File: src/rtl/core/pts_pkg.sv
// Package for the per-host TCP traffic statistics block.
// Holds the command, result and counter row types and the status codes.
// No dependencies.
`default_nettype none
package pts_pkg;

    localparam int CFG_DATA_W = 4;
    localparam int CFG_IDX_W = 1;
    localparam logic [CFG_IDX_W-1:0] REG_TCP_SLOT_ENABLE = 1'd0;
    localparam logic [CFG_IDX_W-1:0] REG_TCP_SLOT_INDEX = 1'd1;

    localparam logic [1:0] STATUS_OK = 2'd0;
    localparam logic [1:0] STATUS_NOT_FOUND = 2'd1;
    localparam logic [1:0] STATUS_FULL = 2'd2;

    localparam logic FUNC_ACCOUNT = 1'b0;
    localparam logic FUNC_READ = 1'b1;

    typedef struct packed {
        logic        func;
        logic [31:0] src_ip;
        logic [31:0] dst_ip;
        logic        syn_flag;
        logic        ack_flag;
        logic        fin_flag;
        logic [15:0] packet_length;
        logic [31:0] query_ip;
        logic [3:0]  query_slot;
    } cmd_t;

    typedef struct packed {
        logic [1:0]  status;
        logic [63:0] send_bytes;
        logic [63:0] recv_bytes;
        logic [31:0] send_packets;
        logic [31:0] new_connections;
        logic [31:0] open_connections;
    } result_t;

    typedef struct packed {
        logic [63:0] sent_bytes;
        logic [63:0] recv_bytes;
        logic [31:0] sent_packets;
        logic [31:0] new_conns;
        logic [31:0] open_conns;
    } cnt_row_t;

    typedef struct packed {
        logic        sender;
        logic        conn;
        logic        close;
        logic [15:0] len;
    } charge_t;

endpackage
`default_nettype wire

File: src/rtl/core/pts_charge_unit.sv
// Shared update unit that applies one charge to a counter row.
// Uses pts_pkg for the row and charge types.
`default_nettype none
module pts_charge_unit (
    input  wire pts_pkg::cnt_row_t row_in,
    input  wire pts_pkg::charge_t  chg,
    output pts_pkg::cnt_row_t      row_out
);
    logic [31:0] open_inc;

    always_comb
    begin
        row_out = row_in;
        open_inc = row_in.open_conns + {31'd0, chg.conn};
        if (chg.sender)
        begin
            row_out.sent_bytes = row_in.sent_bytes + {48'd0, chg.len};
            row_out.sent_packets = row_in.sent_packets + 32'd1;
        end
        else
        begin
            row_out.recv_bytes = row_in.recv_bytes + {48'd0, chg.len};
        end
        if (chg.conn)
        begin
            row_out.new_conns = row_in.new_conns + 32'd1;
        end
        if (chg.sender && chg.close && (open_inc != 32'd0))
        begin
            row_out.open_conns = open_inc - 32'd1;
        end
        else
        begin
            row_out.open_conns = open_inc;
        end
    end
endmodule
`default_nettype wire

File: config.mk
export PLATFORM = sky130hd
export DESIGN_NAME = pts_charge_unit
export DESIGN_NICKNAME = d
export VERILOG_FILES = /design/src/rtl/core/pts_pkg.sv /design/src/rtl/core/pts_charge_unit.sv
export SDC_FILE = /design/constraint.sdc
export NUM_CORES = 1
export LEC_CHECK = 0
export BUFFER_PORTS_ARGS = -buffer_cell sky130_fd_sc_hd__buf_2
export CAP_MARGIN = 20
export CORE_AREA = 2 2 182 184
export DETAILED_ROUTE_END_ITERATION = 6
export DIE_AREA = 0 0 184 186
export PLACE_DENSITY = 0.42
export SYNTH_ARGS = -nofsm -noshare
export SYNTH_HDL_FRONTEND = slang
export SYNTH_SLANG_ARGS = --single-unit
File: constraint.sdc
create_clock -name vclk -period 10.75
set_input_delay 2.15 -clock vclk [all_inputs]
set_output_delay 2.15 -clock vclk [all_outputs]
set_load 0.03 [all_outputs]
Yosys cells after proc, flatten, opt, wreduce, memory -nomap -nowiden
Cells that the tools add are included.
{"block": "classes", "add_sub_neg": 6, "mux": 5, "n_reduce_logical": 3}
{"op": "64-bit by 16-bit adder with 64-bit output", "n": 2}
{"op": "64-bit 2-to-1 mux", "n": 2}
{"op": "32-bit 2-to-1 mux", "n": 3}
{"op": "32-bit by 1-bit adder with 32-bit output, second input constant", "n": 2}
{"op": "32-bit by 1-bit adder with 32-bit output", "n": 1}
{"op": "32-bit nonzero test", "n": 1}
{"op": "32-bit by 1-bit subtractor with 32-bit output, second input constant", "n": 1}
{"op": "1-bit logical AND", "n": 2}
{"block": "word_totals", "ff_bits": 0, "inputBits": 243, "output_inout_bits": 224}

Logic depth before layout (Yosys ltp)
{"block": "depth", "word_depth": 4, "depth_mapped": 13, "ltp_nobuf": 12}

Worst setup path after synthesis
No wires, ideal clock.
{"block": "synth_timing", "path_type": "input port to output port", "start": "input row_in[0] in the netlist's numbering", "end": "output row_out[4] in the netlist's numbering", "arrival_ps": 5393, "required_ps": 8600, "setup_slack_ps": 3207, "cell_stages": 12, "n_path_buf": 1, "cell_sequence": "ha_1 ha_1 and4_1 buf_2 and4_1 or4_1 o21ai_1 o21ai_1 or3_1 o21ai_2 mux2i_1 xor2_1"}
{"element": "start: declaration", "line": "pts_charge_unit.sv:5", "rtl": "input wire pts_pkg::cnt_row_t row_in,"}
{"element": "end: declaration", "line": "pts_charge_unit.sv:7", "rtl": "output pts_pkg::cnt_row_t row_out"}

==> metrics.yaml <==
min_from: "row_in[95]"
max_freq_mhz: 120
drt_wl_total_um: 33100
port_buffers: 467
setup_viol_count_final: 0
ant_nets: 0
critPathMaxFanout: 8
finish.utilization_pct: 29.4
leakage_nw: 4.25
start_util_pct: 20.8
hp-class: "primary input to primary output"
syn_to_final_growth_pct: 41.1
dp_cells: 1860
dp_hpwl_um: 29600
cts_hold_buffers: 0
final_nets: 1737
syn_inst: 1008
n_fill_cell: 3678
vdd_drop_max_mv: 0.0286
drive_above_1_share_pct: 35.3
relSlewSlack_pct: 32.3
fin_area_sq_mm: 0.00947
grt_start_max_net_pins: 66
grt_first_pass_wirelength_um: 48700
status: "finished, final reports clean"
synthesis.area_sq_mm: 0.00671
slew_violations: 0
row_count: 66
drt_iter0_drc: 344
p_int_mw: 0.160
regArea_sq_um: 0
worst_setup_path_start_kind: "primary input"
swShare_pct: 65.6
layoutNonFillerInstCount: 1864
comb_power_share_pct: 100.0
avgRoutedWirePerCell_um: 17.8
flops_and_latches: 0
ctsResizeCount: 0
clock_buffers: 0
finalPower_mw: 0.465
cp.required_ns: 8.60
criticalPathCategory: "primary input to primary output"
antenna_found_initial: 6
grt_pass1_vias: 8953
grt_setup_unrepaired: "false"
pwr-share-clk_pct: 0
min_to: "row_out[95]"
fp.coreArea_sq_mm: 0.0322
arrival_ns: 6.21
switchingPower_mw: 0.305
ys_warn_count: 0
viasPerCell: 4.84
cts_setup_buffers: 0
dr.pass1.iters: 5
num_vias: 9024
drc_errors: 0
die_area_sq_mm: 0.0342
die_y_um: 186
place_congestion: 0.915
ys_seq_area_share_pct: 0
tightest_slew_ns: 1.01
die_width_um: 184
maxCapViolCount: 0
fin_crit_ns: 8.36
hold_viol_final: 0
track_usage_pct: 17.9
place_area_sq_mm: 0.00946
boundaryPins: 467
ys_types: 66
finalSetupTns_ns: 0
min_path_cells: 3
syn-num-nets: 1291
avgSynthCellArea_sq_um: 6.66
p_seq_share_pct: 0
timing.final.crit_share_pct: 77.7
powerDensity_mw_per_mm2: 49.1
grt_overflow: 0
end_kind: "primary output"
[cells in the final DEF, fill, tap and decap left out, types with 16 or more instances in the layout]
cell / instances
xor2_1: 80
nor3_1: 26
nor2_1: 90
o21ai_0: 28
inv_1: 28
ha_1: 38
nand4_1: 43
a21oi_1: 33
buf_2: 467
and3_1: 46
xnor2_1: 154
nand3_1: 85
mux2_2: 16
nand2_1: 120
[worst max path at each step]
stage	from	end	slack (ns)	cells after the start
finish	chg[17]	row_out[27]	2.39	13
global route	chg[17]	row_out[27]	2.11	13
CTS	chg[17]	row_out[27]	2.38	13
detailed placement	chg[17]	row_out[27]	2.40	13
global placement	chg[17]	row_out[27]	2.45	13
floorplan	row_in[0]	row_out[4]	3.21	12
[stage by stage]
| stage | setup WS [ns] | hold WS, ns |
|---|---|---|
| global placement | 2.45 | 4.60 |
| floorplan | 3.21 | 4.47 |
| global route | 2.11 | 4.61 |
| CTS | 2.38 | 4.60 |
| finish | 2.39 | 4.60 |
| detailed placement | 2.40 | 4.60 |
[logic make-up (layout without fill, tap and decap cells)]
group,Yosys count,in the layout,share of synthesized area (%)
AOI/OAI and AO/OA,150,150,15.0
xor gates and xnor gates,234,234,30.5
adders and majority gates,40,40,7.68
buffers and inverters,53,497,3.24
muxes,24,24,3.90
other,0,4,0
and+or+nand+nor,507,507,39.6
[cells in the mapped netlist, types with 4 or more instances]
master,number,area (sq um)
and2_1,10,62.6
nand4_1,43,269
nor2_1,90,338
o21a_1,9,67.6
a21boi_0,4,30.0
nand3_1,85,425
and4_1,9,78.8
inv_1,28,105
a21oi_1,33,165
nor3_1,26,130
mux2_2,16,180
buf_2,6,30.0
mux2i_1,7,70.1
xnor2_1,154,1350
nand2b_1,9,56.3
xor2_1,80,701
o31ai_1,6,45.0
a31oi_1,7,43.8
or4_1,4,30.0
clkbuf_1,14,52.6
nand2_1,120,450
a211oi_1,9,67.6
nor4_1,13,81.3
a21o_1,13,97.6
or2_2,5,31.3
ha_1,38,475
o211ai_1,7,52.6
o21ai_1,6,30.0
nor2b_1,8,50.1
nand3b_1,4,30.0
nor4_2,5,62.6
o21ai_0,28,140
or3_1,8,50.1
and3_1,46,288
nor3b_1,9,67.6
[final cells by class]
class / instances / area (sq um) / area share [%]
multi-input combinational: 955 / 6490 / 68.6
timing repair buffer: 469 / 2350 / 24.8
tap: 408 / 510 / 5.39
inverter: 28 / 105 / 1.11
antenna: 4 / 10.0 / 0.106
[critical path, stage by stage]
cell and delay [ns]:
buf_2 0.16, ha_1 0.27, ha_1 0.31, nand4_1 0.44
and4_1 0.40, o21a_1 0.19, o211ai_1 0.27, or2_0 0.39
nor3_2 0.15, a2111oi_4 0.73, a32o_1 0.28, xor2_1 0.21
buf_2 0.24
[per-layer routing]
layer / up-vias / share of wire (%) / track usage (%)
met5: - / 0.039 / 0
li1: 4529 / - / -
met4: 2 / 2.2 / 3.74
met2: 334 / 51 / 34.1
met1: 4119 / 40 / 20.5
met3: 40 / 7.3 / 3.60
[power groups by stage]
stage / combinational (mW) / sequential (mW) / clock (mW)
after CTS: 0.469 / 0 / 0
final: 0.465 / 0 / 0.0000000498
after floorplan: 0.288 / 0 / 0
after global routing: 0.502 / 0 / 0.0000000249
after global placement: 0.469 / 0 / 0
after detailed placement: 0.467 / 0 / 0
(Power assumes the default switching activity.)
